--- src/hdl/keyframe_segment_lookup_assert.svh ---
// -----------------------------------------------------------------------------
// keyframe_segment_lookup assertion macros
// Concurrent assertion helpers, clocked on the rising edge, off during reset.
// -----------------------------------------------------------------------------
`ifndef KEYFRAME_SEGMENT_LOOKUP_ASSERT_SVH
`define KEYFRAME_SEGMENT_LOOKUP_ASSERT_SVH

// same-cycle implication
`define KFSL_ASSERT_IMP(lbl, c, r, a, b, msg) \
	lbl: assert property (@(posedge c) disable iff (!r) (a) |-> (b)) \
		else $error(msg);

// next-cycle implication
`define KFSL_ASSERT_NXT(lbl, c, r, a, b, msg) \
	lbl: assert property (@(posedge c) disable iff (!r) (a) |=> (b)) \
		else $error(msg);

`endif

--- src/hdl/kfsl_pkg.sv ---
// -----------------------------------------------------------------------------
// kfsl_pkg
// Shared widths, codes and controller/datapath interface types.
// -----------------------------------------------------------------------------
`timescale 1ns / 1ps

package kfsl_pkg;

	localparam int TIME_W      = 32;
	localparam int FRAC_W      = 17;
	localparam int KIDX_W      = 4;
	localparam int CNT_W       = 5;
	localparam int STEP_W      = 6;
	localparam int IN_TDATA_W  = 72;
	localparam int OUT_TDATA_W = 96;

	localparam logic [FRAC_W-1:0] FRAC_ONE   = 17'h10000;
	localparam logic [STEP_W-1:0] MOD_STEPS  = 6'd32;
	localparam logic [STEP_W-1:0] FRAC_STEPS = 6'd17;

	typedef logic [1:0] rd_sel_t;
	localparam rd_sel_t RD_LAST = 2'd0;
	localparam rd_sel_t RD_ZERO = 2'd1;
	localparam rd_sel_t RD_ONE  = 2'd2;
	localparam rd_sel_t RD_NEXT = 2'd3;

	typedef logic [2:0] res_sel_t;
	localparam res_sel_t RES_ZERO   = 3'd0;
	localparam res_sel_t RES_EMPTY  = 3'd1;
	localparam res_sel_t RES_FIRST  = 3'd2;
	localparam res_sel_t RES_LAST   = 3'd3;
	localparam res_sel_t RES_HIT    = 3'd4;
	localparam res_sel_t RES_INTERP = 3'd5;

	typedef struct packed {
		logic     accept;
		logic     lat_end;
		logic     lat_first;
		logic     set_one;
		logic     start_mod;
		logic     mod_take;
		logic     step;
		logic     start_frac;
		logic     res_load;
		res_sel_t res_sel;
		rd_sel_t  rd_sel;
		logic     out_load;
	} cmd_t;

	typedef struct packed {
		logic in_lookup;
		logic n_zero;
		logic early;
		logic past_end;
		logic loop_on;
		logic hit;
		logic at_last;
		logic inverted;
		logic div_done;
		logic out_busy;
	} sts_t;

endpackage

--- src/hdl/kfsl_div.sv ---
// -----------------------------------------------------------------------------
// kfsl_div
// Radix-2 restoring divider, one quotient bit per cycle, loadable remainder.
// -----------------------------------------------------------------------------
`timescale 1ns / 1ps

module kfsl_div (
	input  logic                         clk,
	input  logic                         arst_n,
	input  logic                         start,
	input  logic [kfsl_pkg::TIME_W-1:0]  init_rem,
	input  logic [kfsl_pkg::TIME_W-1:0]  init_dvd,
	input  logic [kfsl_pkg::TIME_W-1:0]  divisor,
	input  logic [kfsl_pkg::STEP_W-1:0]  steps,
	output logic                         done,
	output logic [kfsl_pkg::TIME_W-1:0]  rem,
	output logic [kfsl_pkg::FRAC_W-1:0]  quo
);
	import kfsl_pkg::*;

	logic [TIME_W-1:0] rem_q, dvd_q, dvs_q;
	logic [FRAC_W-1:0] quo_q;
	logic [STEP_W-1:0] cnt_q;
	logic              busy_q, done_q;
	logic [TIME_W:0]   trial;
	logic              ge;

	always_comb begin
		trial = {rem_q, dvd_q[TIME_W-1]};
		ge    = trial >= {1'b0, dvs_q};
	end

	always_ff @(posedge clk or negedge arst_n) begin
		if (!arst_n) begin
			busy_q <= 1'b0;
			done_q <= 1'b0;
			cnt_q  <= '0;
		end else if (start) begin
			busy_q <= 1'b1;
			done_q <= 1'b0;
			cnt_q  <= steps;
		end else if (busy_q) begin
			cnt_q <= cnt_q - STEP_W'(1);
			if (cnt_q == STEP_W'(1)) begin
				busy_q <= 1'b0;
				done_q <= 1'b1;
			end
		end else begin
			done_q <= 1'b0;
		end
	end

	always_ff @(posedge clk) begin
		if (start) begin
			rem_q <= init_rem;
			dvd_q <= init_dvd;
			dvs_q <= divisor;
			quo_q <= '0;
		end else if (busy_q) begin
			rem_q <= ge ? TIME_W'(trial - {1'b0, dvs_q}) : trial[TIME_W-1:0];
			dvd_q <= {dvd_q[TIME_W-2:0], 1'b0};
			quo_q <= {quo_q[FRAC_W-2:0], ge};
		end
	end

	assign done = done_q;
	assign rem  = rem_q;
	assign quo  = quo_q;

endmodule

--- src/hdl/kfsl_datapath.sv ---
// -----------------------------------------------------------------------------
// kfsl_datapath
// Key table, lookup registers, compares, shared divider and output register.
// -----------------------------------------------------------------------------
`timescale 1ns / 1ps

module kfsl_datapath #(
	parameter int MAX_KEYS = 16
) (
	input  logic                              clk,
	input  logic                              arst_n,
	input  logic [kfsl_pkg::IN_TDATA_W-1:0]   s_tdata,
	input  logic [0:0]                        s_tuser,
	input  logic                              cfg_valid,
	input  logic [kfsl_pkg::CNT_W-1:0]        cfg_data,
	input  logic                              m_tready,
	input  kfsl_pkg::cmd_t                    cmd,
	output kfsl_pkg::sts_t                    sts,
	output logic                              m_tvalid,
	output logic [kfsl_pkg::OUT_TDATA_W-1:0]  m_tdata,
	output logic [0:0]                        m_tuser
);
	import kfsl_pkg::*;

	localparam int AW = $clog2(MAX_KEYS);

	logic [TIME_W-1:0] key_mem_q [MAX_KEYS];
	logic [TIME_W-1:0] rd_data_q;

	logic [CNT_W-1:0]  key_count_q;
	logic [CNT_W-1:0]  n_act, last_idx, rd_idx;
	logic [AW-1:0]     rd_addr;

	logic [KIDX_W-1:0] in_key_index;
	logic [TIME_W-1:0] in_key_time, in_pass_time;
	logic              in_loop, wr_en;

	logic [TIME_W-1:0] t_q, end_q, prev_q, gap_q, off_q;
	logic              loop_q;
	logic [CNT_W-1:0]  idx_q;
	logic [TIME_W-1:0] off_c, gap_c;

	logic              div_start, div_done;
	logic [TIME_W-1:0] div_init_rem, div_init_dvd, div_divisor, div_rem;
	logic [STEP_W-1:0] div_steps;
	logic [FRAC_W-1:0] div_quo;

	logic              res_status_q;
	logic [KIDX_W-1:0] res_base_q, res_next_q;
	logic [FRAC_W-1:0] res_frac_q;
	logic [TIME_W-1:0] res_rest_q, res_gap_q;

	logic              res_status_d;
	logic [KIDX_W-1:0] res_base_d, res_next_d;
	logic [FRAC_W-1:0] res_frac_d;
	logic [TIME_W-1:0] res_rest_d, res_gap_d;

	logic                   m_tvalid_q;
	logic [OUT_TDATA_W-1:0] m_tdata_q;
	logic                   m_status_q;

	assign in_key_index = s_tdata[3:0];
	assign in_key_time  = s_tdata[35:4];
	assign in_pass_time = s_tdata[67:36];
	assign in_loop      = s_tdata[68];

	always_comb begin
		if (32'(key_count_q) > MAX_KEYS)
			n_act = CNT_W'(MAX_KEYS);
		else
			n_act = key_count_q;
		last_idx = n_act - CNT_W'(1);
	end

	always_comb begin
		case (cmd.rd_sel)
			RD_LAST: rd_idx = last_idx;
			RD_ZERO: rd_idx = '0;
			RD_ONE:  rd_idx = CNT_W'(1);
			RD_NEXT: rd_idx = idx_q + CNT_W'(1);
			default: rd_idx = '0;
		endcase
		rd_addr = AW'(rd_idx);
	end

	assign wr_en = cmd.accept && !s_tuser[0] && ({1'b0, in_key_index} < n_act);

	always_ff @(posedge clk) begin
		if (wr_en)
			key_mem_q[AW'(in_key_index)] <= in_key_time;
		rd_data_q <= key_mem_q[rd_addr];
	end

	always_ff @(posedge clk or negedge arst_n) begin
		if (!arst_n)
			key_count_q <= '0;
		else if (cfg_valid)
			key_count_q <= cfg_data;
	end

	always_comb begin
		off_c = (t_q > prev_q) ? t_q - prev_q : '0;
		gap_c = rd_data_q - prev_q;
	end

	always_ff @(posedge clk) begin
		if (cmd.accept) begin
			t_q    <= in_pass_time;
			loop_q <= in_loop;
		end
		if (cmd.lat_end)
			end_q <= rd_data_q;
		if (cmd.lat_first)
			prev_q <= rd_data_q;
		if (cmd.set_one)
			idx_q <= CNT_W'(1);
		if (cmd.mod_take)
			t_q <= div_rem;
		if (cmd.step) begin
			prev_q <= rd_data_q;
			idx_q  <= idx_q + CNT_W'(1);
		end
		if (cmd.start_frac) begin
			gap_q <= gap_c;
			off_q <= off_c;
		end
	end

	// frac: the upper offset bits never exceed the gap, so preload them
	always_comb begin
		div_start = cmd.start_mod | cmd.start_frac;
		if (cmd.start_frac) begin
			div_init_rem = {1'b0, off_c[TIME_W-1:1]};
			div_init_dvd = {off_c[0], {(TIME_W-1){1'b0}}};
			div_divisor  = gap_c;
			div_steps    = FRAC_STEPS;
		end else begin
			div_init_rem = '0;
			div_init_dvd = t_q;
			div_divisor  = end_q;
			div_steps    = MOD_STEPS;
		end
	end

	kfsl_div u_div (
		.clk      (clk),
		.arst_n   (arst_n),
		.start    (div_start),
		.init_rem (div_init_rem),
		.init_dvd (div_init_dvd),
		.divisor  (div_divisor),
		.steps    (div_steps),
		.done     (div_done),
		.rem      (div_rem),
		.quo      (div_quo)
	);

	always_comb begin
		res_status_d = 1'b0;
		res_base_d   = '0;
		res_next_d   = '0;
		res_frac_d   = '0;
		res_rest_d   = '0;
		res_gap_d    = '0;
		case (cmd.res_sel)
			RES_ZERO: begin
			end
			RES_EMPTY: begin
				res_status_d = 1'b1;
			end
			RES_FIRST: begin
				res_frac_d = FRAC_ONE;
			end
			RES_LAST: begin
				res_base_d = last_idx[KIDX_W-1:0];
				res_next_d = last_idx[KIDX_W-1:0];
				res_frac_d = FRAC_ONE;
			end
			RES_HIT: begin
				res_base_d = idx_q[KIDX_W-1:0];
				res_next_d = idx_q[KIDX_W-1:0];
				res_frac_d = FRAC_ONE;
			end
			RES_INTERP: begin
				res_base_d = idx_q[KIDX_W-1:0] - KIDX_W'(1);
				res_next_d = idx_q[KIDX_W-1:0];
				res_frac_d = div_quo;
				res_rest_d = gap_q - off_q;
				res_gap_d  = gap_q;
			end
			default: begin
			end
		endcase
	end

	always_ff @(posedge clk) begin
		if (cmd.res_load) begin
			res_status_q <= res_status_d;
			res_base_q   <= res_base_d;
			res_next_q   <= res_next_d;
			res_frac_q   <= res_frac_d;
			res_rest_q   <= res_rest_d;
			res_gap_q    <= res_gap_d;
		end
	end

	always_ff @(posedge clk or negedge arst_n) begin
		if (!arst_n)
			m_tvalid_q <= 1'b0;
		else if (cmd.out_load)
			m_tvalid_q <= 1'b1;
		else if (m_tready)
			m_tvalid_q <= 1'b0;
	end

	always_ff @(posedge clk) begin
		if (cmd.out_load) begin
			m_status_q <= res_status_q;
			m_tdata_q  <= {7'b0, res_gap_q, res_rest_q, res_frac_q, res_next_q, res_base_q};
		end
	end

	assign m_tvalid   = m_tvalid_q;
	assign m_tdata    = m_tdata_q;
	assign m_tuser[0] = m_status_q;

	always_comb begin
		sts.in_lookup = s_tuser[0];
		sts.n_zero    = (n_act == '0);
		sts.early     = (n_act == CNT_W'(1)) || (end_q == '0) || (t_q < rd_data_q);
		sts.past_end  = (t_q >= end_q);
		sts.loop_on   = loop_q;
		sts.hit       = (t_q <= rd_data_q);
		sts.at_last   = (idx_q == last_idx);
		sts.inverted  = (rd_data_q <= prev_q);
		sts.div_done  = div_done;
		sts.out_busy  = m_tvalid_q && !m_tready;
	end

endmodule

--- src/hdl/kfsl_ctrl.sv ---
// -----------------------------------------------------------------------------
// kfsl_ctrl
// Lookup sequencer: end/first key fetch, wrap, linear key scan, fraction.
// -----------------------------------------------------------------------------
`timescale 1ns / 1ps

module kfsl_ctrl (
	input  logic            clk,
	input  logic            arst_n,
	input  logic            s_tvalid,
	input  kfsl_pkg::sts_t  sts,
	output kfsl_pkg::cmd_t  cmd,
	output logic            s_tready
);
	import kfsl_pkg::*;

	localparam logic [2:0] ST_IDLE  = 3'd0;
	localparam logic [2:0] ST_END   = 3'd1;
	localparam logic [2:0] ST_FIRST = 3'd2;
	localparam logic [2:0] ST_MOD   = 3'd3;
	localparam logic [2:0] ST_SCAN  = 3'd4;
	localparam logic [2:0] ST_FRAC  = 3'd5;
	localparam logic [2:0] ST_DONE  = 3'd6;

	logic [2:0] state_q, state_d;

	always_ff @(posedge clk or negedge arst_n) begin
		if (!arst_n)
			state_q <= ST_IDLE;
		else
			state_q <= state_d;
	end

	always_comb begin
		cmd     = '0;
		state_d = state_q;
		case (state_q)
			ST_IDLE: begin
				cmd.rd_sel = RD_LAST;
				if (s_tvalid) begin
					cmd.accept = 1'b1;
					if (!sts.in_lookup) begin
						cmd.res_load = 1'b1;
						cmd.res_sel  = RES_ZERO;
						state_d      = ST_DONE;
					end else if (sts.n_zero) begin
						cmd.res_load = 1'b1;
						cmd.res_sel  = RES_EMPTY;
						state_d      = ST_DONE;
					end else begin
						state_d = ST_END;
					end
				end
			end
			ST_END: begin
				cmd.lat_end = 1'b1;
				cmd.rd_sel  = RD_ZERO;
				state_d     = ST_FIRST;
			end
			ST_FIRST: begin
				cmd.lat_first = 1'b1;
				cmd.set_one   = 1'b1;
				cmd.rd_sel    = RD_ONE;
				if (sts.early) begin
					cmd.res_load = 1'b1;
					cmd.res_sel  = RES_FIRST;
					state_d      = ST_DONE;
				end else if (sts.past_end) begin
					if (sts.loop_on) begin
						cmd.start_mod = 1'b1;
						state_d       = ST_MOD;
					end else begin
						cmd.res_load = 1'b1;
						cmd.res_sel  = RES_LAST;
						state_d      = ST_DONE;
					end
				end else begin
					state_d = ST_SCAN;
				end
			end
			ST_MOD: begin
				cmd.rd_sel = RD_ONE;
				if (sts.div_done) begin
					cmd.mod_take = 1'b1;
					state_d      = ST_SCAN;
				end
			end
			ST_SCAN: begin
				cmd.rd_sel = RD_NEXT;
				if (sts.at_last || (sts.hit && sts.inverted)) begin
					cmd.res_load = 1'b1;
					cmd.res_sel  = RES_HIT;
					state_d      = ST_DONE;
				end else if (sts.hit) begin
					cmd.start_frac = 1'b1;
					state_d        = ST_FRAC;
				end else begin
					cmd.step = 1'b1;
				end
			end
			ST_FRAC: begin
				if (sts.div_done) begin
					cmd.res_load = 1'b1;
					cmd.res_sel  = RES_INTERP;
					state_d      = ST_DONE;
				end
			end
			ST_DONE: begin
				if (!sts.out_busy) begin
					cmd.out_load = 1'b1;
					state_d      = ST_IDLE;
				end
			end
			default: begin
				state_d = ST_IDLE;
			end
		endcase
	end

	assign s_tready = (state_q == ST_IDLE);

endmodule

--- src/hdl/keyframe_segment_lookup.sv ---
// -----------------------------------------------------------------------------
// keyframe_segment_lookup
// Keyframe time table with segment lookup and Q1.16 interpolation weight.
// -----------------------------------------------------------------------------
// Channels: s_* takes one item per transfer (tuser = kind; kind 0 writes a key
// time, kind 1 looks up a pass time). m_* returns exactly one result per item
// (tuser = status, 1 for an empty table). cfg_* sets key_count, idle only, a
// rule for the user that the block leaves unenforced. One item at a time: a
// write or an empty-table lookup goes from IDLE straight to DONE, an early-out
// lookup through END and FIRST to DONE. A full lookup passes END, FIRST, MOD
// for the wrap remainder in loop mode only, SCAN (one table entry read per
// cycle on the single read port), FRAC for the fraction divide when it
// interpolates, then DONE. Both divides run on one shared radix-2 divider.
// Reset: key_count clears to zero, the output empties; table contents are
// undefined until written, no clearing pass.
// Stall: a finished result sits in the output register; the next item is
// accepted meanwhile and waits in its final state until the register frees.
// -----------------------------------------------------------------------------
`timescale 1ns / 1ps
`include "keyframe_segment_lookup_assert.svh"

module keyframe_segment_lookup #(
	parameter int MAX_KEYS = 16
) (
	input  logic                              clk,
	input  logic                              arst_n,
	input  logic                              s_tvalid,
	output logic                              s_tready,
	// [3:0] key_index, [35:4] key_time, [67:36] pass_time, [68] loop_enable
	input  logic [kfsl_pkg::IN_TDATA_W-1:0]   s_tdata,
	// [0] kind
	input  logic [0:0]                        s_tuser,
	output logic                              m_tvalid,
	input  logic                              m_tready,
	// [3:0] base_index, [7:4] next_index, [24:8] lerp_fraction,
	// [56:25] rest_time, [88:57] step_gap
	output logic [kfsl_pkg::OUT_TDATA_W-1:0]  m_tdata,
	// [0] status
	output logic [0:0]                        m_tuser,
	input  logic                              cfg_valid,
	output logic                              cfg_ready,
	input  logic [kfsl_pkg::CNT_W-1:0]        cfg_data
);
	import kfsl_pkg::*;

	cmd_t cmd;
	sts_t sts;

	assign cfg_ready = 1'b1;

	kfsl_datapath #(
		.MAX_KEYS (MAX_KEYS)
	) u_dp (
		.clk       (clk),
		.arst_n    (arst_n),
		.s_tdata   (s_tdata),
		.s_tuser   (s_tuser),
		.cfg_valid (cfg_valid),
		.cfg_data  (cfg_data),
		.m_tready  (m_tready),
		.cmd       (cmd),
		.sts       (sts),
		.m_tvalid  (m_tvalid),
		.m_tdata   (m_tdata),
		.m_tuser   (m_tuser)
	);

	kfsl_ctrl u_ctrl (
		.clk      (clk),
		.arst_n   (arst_n),
		.s_tvalid (s_tvalid),
		.sts      (sts),
		.cmd      (cmd),
		.s_tready (s_tready)
	);

	`KFSL_ASSERT_IMP(a_no_overwrite, clk, arst_n, cmd.out_load, !(m_tvalid && !m_tready), "result overwritten while stalled")
	`KFSL_ASSERT_NXT(a_busy_after_in, clk, arst_n, s_tvalid && s_tready, !s_tready, "input taken twice in a row")
	`KFSL_ASSERT_IMP(a_cmd_excl, clk, arst_n, 1'b1, $onehot0({cmd.start_mod, cmd.start_frac, cmd.out_load}), "conflicting commands")

endmodule

--- config.mk ---
export PLATFORM = sky130hd
export DESIGN_NAME = keyframe_segment_lookup
export DESIGN_NICKNAME = d
export VERILOG_FILES = /design/src/hdl/kfsl_pkg.sv /design/src/hdl/kfsl_div.sv /design/src/hdl/kfsl_datapath.sv /design/src/hdl/kfsl_ctrl.sv /design/src/hdl/keyframe_segment_lookup.sv
export VERILOG_INCLUDE_DIRS = /design/src /design/src/hdl
export SDC_FILE = /design/constraint.sdc
export NUM_CORES = 2
export LEC_CHECK = 0
export BUFFER_PORTS_ARGS = -buffer_cell sky130_fd_sc_hd__buf_4
export CORE_UTILIZATION = 31
export CTS_CLUSTER_DIAMETER = 50
export DETAILED_ROUTE_END_ITERATION = 7
export PLACE_DENSITY = 0.47
export REMOVE_ABC_BUFFERS = 1
export SLEW_MARGIN = 15
export SYNTH_ARGS = -nofsm -noshare
export SYNTH_HDL_FRONTEND = slang
export SYNTH_SLANG_ARGS = --single-unit
--- constraint.sdc ---
create_clock -name clk -period 5.2 [get_ports clk]
set_clock_uncertainty 0.2 [all_clocks]
set_input_delay 0.52 -clock clk [delete_from_list [all_inputs] [get_ports clk]]
set_output_delay 0.52 -clock clk [all_outputs]
set_load 0.01 [all_outputs]
Word-level counts from Yosys, hierarchy flattened
Memories as Yosys holds them, arrays and structs flattened. A register that Yosys moved wholly into a read port is not among the register bits.
Index checks and enable logic that the tools add are counted.
{"block": "totals", "regBits": 476, "ram_bits": 512, "input_bits": 83, "wordCells": 159, "memories": 1}
{"block": "classes", "add_sub_neg": 8, "order_cmp": 8, "eq_ne": 23, "n_mux": 71, "n_bitwise": 1, "n_reduce_logical": 22}
{"name": "u_dp.key_mem_q", "words": 16, "word_bits": 32, "rd": 1, "rd_clocked_by_memory_dff": 1, "write_ports": 1, "line": "kfsl_datapath.sv:27", "source": "logic [TIME_W-1:0] key_mem_q [MAX_KEYS];"}
{"op": "2-to-1 mux 32 bit", "n": 12}
{"op": "subtractor 32 bit", "n": 4}
{"op": "<= comparator 32 bit", "n": 2}
{"op": "2-to-1 mux 3 bit", "n": 12}
{"op": "case mux 17 bit (2 select lines)", "n": 1}
{"op": "greater-or-equal comparator 33 x 32 -> 1 bit", "n": 1}
{"op": "greater-or-equal comparator 32 bit", "n": 1}
{"op": "> comparator 32 bit", "n": 1}
{"op": "logical NOT 32 bit", "n": 1}
{"op": "< comparator 32 bit", "n": 1}
{"op": "2-to-1 mux 4 bit", "n": 8}
{"op": "case mux 4 bit (4 select lines)", "n": 2}
{"op": "2-to-1 mux 31 bit", "n": 1}
{"op": "2-to-1 mux 1 bit", "n": 23}
{"op": "case mux 3 bit (7 select lines)", "n": 1}
{"op": "2-to-1 mux 6 bit", "n": 3}
{"op": "equality test 3 bit (second input constant)", "n": 5}
{"op": "2-to-1 mux 5 bit", "n": 3}
{"op": "equality test 3 x 2 -> 1 bit (second input constant)", "n": 4}
{"op": "case mux 4 bit (3 select lines)", "n": 1}
{"op": "nonzero test 2 bit", "n": 5}
{"op": "inequality test 2 bit (second input constant)", "n": 4}
{"op": "case mux 4 bit (2 select lines)", "n": 1}
{"op": "equality test 3 x 1 -> 1 bit (second input constant)", "n": 2}
{"op": "other kinds (24)", "n": 34}

Longest topological paths before layout
{"block": "logic_depth", "ltp_word": 10, "ltp_mapped": 15, "ltp_nobuf": 14}

Cells and area by module
A second synthesis with hierarchy kept.
{"block": "hier_totals", "hier_cells": 3406, "hier_area_um2": 47887.2}
{"module": "kfsl_datapath", "n_inst": 1, "cells_each": 2724, "area_per_inst_um2": 40416.3}
{"module": "kfsl_div", "n_inst": 1, "cells_each": 623, "area_per_inst_um2": 6990.5}
{"module": "kfsl_ctrl", "n_inst": 1, "cells_each": 57, "area_per_inst_um2": 469.2}
{"module": "keyframe_segment_lookup", "n_inst": 1, "cells_each": 2, "area_per_inst_um2": 11.3}

Worst setup path after synthesis
No wires, ideal clock.
{"block": "synth_timing", "path_kind": "register -> register", "start": "reg u_dp.prev_q[0]", "end": "reg u_dp.gap_q[0], enable pin", "setup_ps": 453, "t_arrival_ps": 4688, "path_slack_ps": -142, "stages_incl_launch_ff": 13, "path_buffers": 2, "period_less_slack_ps": 5342, "cell_sequence": "edfxtp_1 > ha_1 > fa_1 > nor2b_1 > o21ai_0 > nand2b_1 > a211oi_1 > o21ai_0 > a31oi_2 > or3_1 > buf_4 > inv_2 > clkbuf_1"}
{"item": "start: declaration", "line": "kfsl_datapath.sv:38", "source": "logic [TIME_W-1:0] t_q, end_q, prev_q, gap_q, off_q;"}
{"item": "start signal: assignment", "line": "kfsl_datapath.sv:114", "source": "prev_q <= rd_data_q;"}
{"item": "start signal: assignment", "line": "kfsl_datapath.sv:120", "source": "prev_q <= rd_data_q;"}
{"item": "end signal: assignment", "line": "kfsl_datapath.sv:124", "source": "gap_q <= gap_c;"}
{"item": "end: declaration", "line": "kfsl_datapath.sv:38"}

Worst setup path after layout
{"block": "layout_timing", "start": "reg u_dp.t_q[29]", "end": "reg u_dp.off_q[7], enable pin"}
{"block": "layout_between", "elab_chain_len": 5, "word_cells_on_any_way": 6, "cone_classes": "order compare (1); mux (3); reduce/logical (2)"}
{"item": "start: declaration", "line": "kfsl_datapath.sv:38"}
{"item": "start signal: assignment", "line": "kfsl_datapath.sv:108", "source": "t_q <= in_pass_time;"}
{"item": "start signal: assignment", "line": "kfsl_datapath.sv:118", "source": "t_q <= div_rem;"}
{"item": "<= comparator 32 bit (*)", "line": "kfsl_datapath.sv:233", "source": "sts.hit = (t_q <= rd_data_q);"}
{"item": "logical AND 1 bit", "line": "kfsl_ctrl.sv:90", "source": "if (sts.at_last || (sts.hit && sts.inverted)) begin"}
{"item": "logical OR 1 bit", "line": "kfsl_ctrl.sv:90"}
{"item": "2-to-1 mux 2 bit (*)", "line": "kfsl_ctrl.sv:90"}
{"item": "2-to-1 mux 2 bit (*)", "line": "kfsl_ctrl.sv:37", "source": "case (state_q)"}
{"item": "end signal: assignment", "line": "kfsl_datapath.sv:125", "source": "off_q <= off_c;"}
{"item": "end: declaration", "line": "kfsl_datapath.sv:38"}
Mark *: on every way between the ends. The rest lies on a longest branch, timed or not.
A chain may end at the register's enable or synchronous reset.

==> flow_metrics.tcl <==
set metrics [dict create \
    final_util 0.376 \
    required_ns 5.42 \
    endpoint "u_dp.off_q[7]" \
    wire_per_inst_um 19.5 \
    grt_overflow_total 0 \
    worst_pin_slew_ns 1.14 \
    die_w_um 391 \
    fin_tns_setup_ns 0 \
    status "complete, no violations" \
    grt_pass1_wl_um 180000 \
    power.density_nw_per_um2 708 \
    synth_top_area_cell "edfxtp_1" \
    worstSetupStartpoint "u_dp.t_q[29]" \
    first_iter_violations 1600 \
    critPathKind "reg -> reg" \
    grt_max_degree 89 \
    yosysTopAreaCellShare 0.612 \
    placed_area_um2 51100 \
    cp_data_arrival_time_ns 4.61 \
    ys_async_sr_fraction 0.0167 \
    postRouteAntennaNets 0 \
    hp-class "in -> reg" \
    ys_ff_latch 1020 \
    design.core.area_um2 150000 \
    rr_endpoint "u_dp.off_q[7]" \
    grt_use_total 0.156 \
    p_leak_uw 0.0208 \
    finalWirelength_um 120000 \
    cpPeakStageDelay_ns 0.64 \
    cts_made_buffers 133 \
    reg2regPathDepth 12 \
    ios 183 \
    path_cells "ha_1 > a21o_1 > a21o_1 > a21oi_1 > o31ai_1 > a21oi_1 > a21oi_1 > buf_4 > or3_2 > inv_4 > buf_4 > buf_4" \
    cts_setup_buffers 0 \
    rows 142 \
    crit_path_max_fanout 33 \
    synth-edff-count 954 \
    fillCellCount 14600 \
    clock.fmax_ghz 0.228 \
    clock_latency_ns 0.75 \
    setup-violations-final 0 \
    ys_seq_area_frac 0.642 \
    maxCapViolCount 0 \
    io_buffer_count 171 \
    grt_pass1_vias 29500 \
    drtPass1Iterations 5 \
    yosysWarnings 0 \
    drc 0 \
    crit_path_end_kind "flop" \
    syn_inst 3736 \
    cp_slowest_cell "or3_2" \
    design_area_um2 56400 \
    slew_viol_final 0 \
    num_vias 29700 \
    die-area_um2 153000 \
    p_total_uw 40000 \
    ys_types 78 \
    cts_resized 0 \
    clock-sinks 1020 \
    ys.flop_type "edfxtp_1" \
    most-common-layout-cells "edfxtp_1, nand2_1, buf_4" \
    synth.avg_cell_area_um2 12.5 \
    holdCritStartpoint "s_tvalid" \
    cts-hold-fix-buffers 79 \
    die_y_um 391 \
    min_period_ns 4.39 \
    hpwlAfterDp_um 80200 \
    area_growth_pct 20.5 \
    cp-start-kind "flop" \
    layout.area.seq_um2 30100 \
    antenna_found_initial 7 \
    layout_commonest_cell "edfxtp_1" \
    start_util 0.312 \
    synthTopCellsByArea "edfxtp_1, ha_1, nand2_1" \
    globalplace.congestion 0.817 \
    timing.rr.start "u_dp.t_q[29]" \
    drive_above_1_share 0.135 \
    relSlewSlack 0.242 \
    max-clock-path-buffers 3 \
    rsz0062_at_grt "no" \
    hold_viol 0 \
    finalCritPeriodShare 0.844 \
    final_nets 4334 \
    ctsHtreeMaxLevel 4 \
    ir_drop_mv 0.426 \
    rrSetupSlack_ns 0.81 \
    cts_tree "built" \
    multi_input_area_um2 15400 \
    cts.clk_slew.worst_paths_ns 0.05 \
    vias_per_cell 4.81 \
    cts_root_buffer "clkbuf_16" \
    syn_area_um2 46800 \
]
[critical path, delay by kind of cell, from the launching register on]
family | cells | cell delay (ns)
AO/OA/AOI/OAI | 6 | 1.31
AND/OR/NAND/NOR | 1 | 0.64
buffers and inverters | 4 | 1.09
flip-flops | 1 | 0.47
adder cells (fa/ha/maj) | 1 | 0.35
[layer usage]
| layer | wire, µm | vias up | share of wire | track usage |
|---|---|---|---|---|
| li1 | - | 14600 | - | - |
| met1 | 54800 | 14400 | 0.46 | 0.205 |
| met2 | 57300 | 557 | 0.48 | 0.260 |
| met3 | 4600 | 195 | 0.038 | 0.0251 |
| met4 | 3470 | 10 | 0.029 | 0.0553 |
| met5 | 60 | - | 0.00050 | 0 |
[cell families after synthesis]
| kind of cell | Yosys count | synth area share |
|---|---|---|
| xor gates and xnor gates | 122 | 0.0228 |
| other | 2 | 0.000160 |
| adders and majority gates | 205 | 0.0554 |
| AOI/OAI and AO/OA | 892 | 0.126 |
| and+or+nand+nor | 1010 | 0.103 |
| DFF | 1020 | 0.642 |
| muxes | 73 | 0.0168 |
| buffers and inverters | 412 | 0.0344 |
[state kept, by name (all words and copies together), names as in the netlist, 6 cells and up]
name / count
u_dp.u_div.quo: 17
u_dp.off_q: 32
u_dp.key_mem_q: 512
u_dp.prev_q: 32
u_dp.m_tdata: 89
u_dp.res_gap_q: 32
u_dp.res_rest_q: 32
u_dp.u_div.dvd_q: 32
u_dp.u_div.dvs_q: 32
u_dp.t_q: 32
u_dp.u_div.cnt_q: 6
u_dp.res_frac_q: 17
u_dp.end_q: 32
u_dp.u_div.rem: 32
u_dp.gap_q: 32
u_dp.rd_data_q: 32
[how the worst min path moves through the flow]
stage | endpoint | slack (ns) | cells past startpoint
2_1_floorplan | u_ctrl.state_q[0] | 0.02 | 0
3_3_place_gp | u_dp.m_tuser | 0.20 | 0
3_5_place_dp | u_dp.m_tdata[37] | 0.20 | 0
4_1_cts | u_ctrl.state_q[2] | 0.04 | 5
5_1_grt | u_ctrl.state_q[2] | 0.07 | 5
6_report | u_dp.loop_q | 0.12 | 3
[Yosys cell counts (42+ instances only)]
cell and n:
nand3_1 66, dfxtp_1 49, edfxtp_1 954, clkbuf_1 149, o21ai_0 138, and2_1 163, nand2_1 377, xor2_1 44
nor2_1 184, a21o_1 57, a31oi_1 82, a21oi_1 214, a311oi_1 67, ha_1 201, nor3_1 42, a211oi_1 184
xnor2_1 78, inv_1 238
[per-stage QoR]
step	hold WS (ns)	setup slack, ns	instances
2_1_floorplan	0.0244	-5.68	3569
4_1_cts	0.0408	0.734	6170
6_report	0.121	0.812	6172
5_1_grt	0.0694	0.608	6171
3_3_place_gp	0.204	0.749	5848
3_5_place_dp	0.205	0.742	5848
[power breakdown]
| part | internal (µW) | switching, µW | leakage (µW) |
|---|---|---|---|
| registers | 11700 | 889 | 0.00940 |
| logic | 6400 | 11600 | 0.00922 |
| clock network | 5730 | 3610 | 0.00221 |
| total | 23900 | 16100 | 0.0208 |
[layout make-up]
class,instances,share of cell area
antenna,2,0.0000887
multi-input combinational,2310,0.273
clock inverter,85,0.0167
tap,2016,0.0447
sequential,1020,0.532
inverter,239,0.0159
clock buffer,158,0.0638
timing repair buffer,342,0.0532
Note: power is estimated with default switching activity, not from simulation.
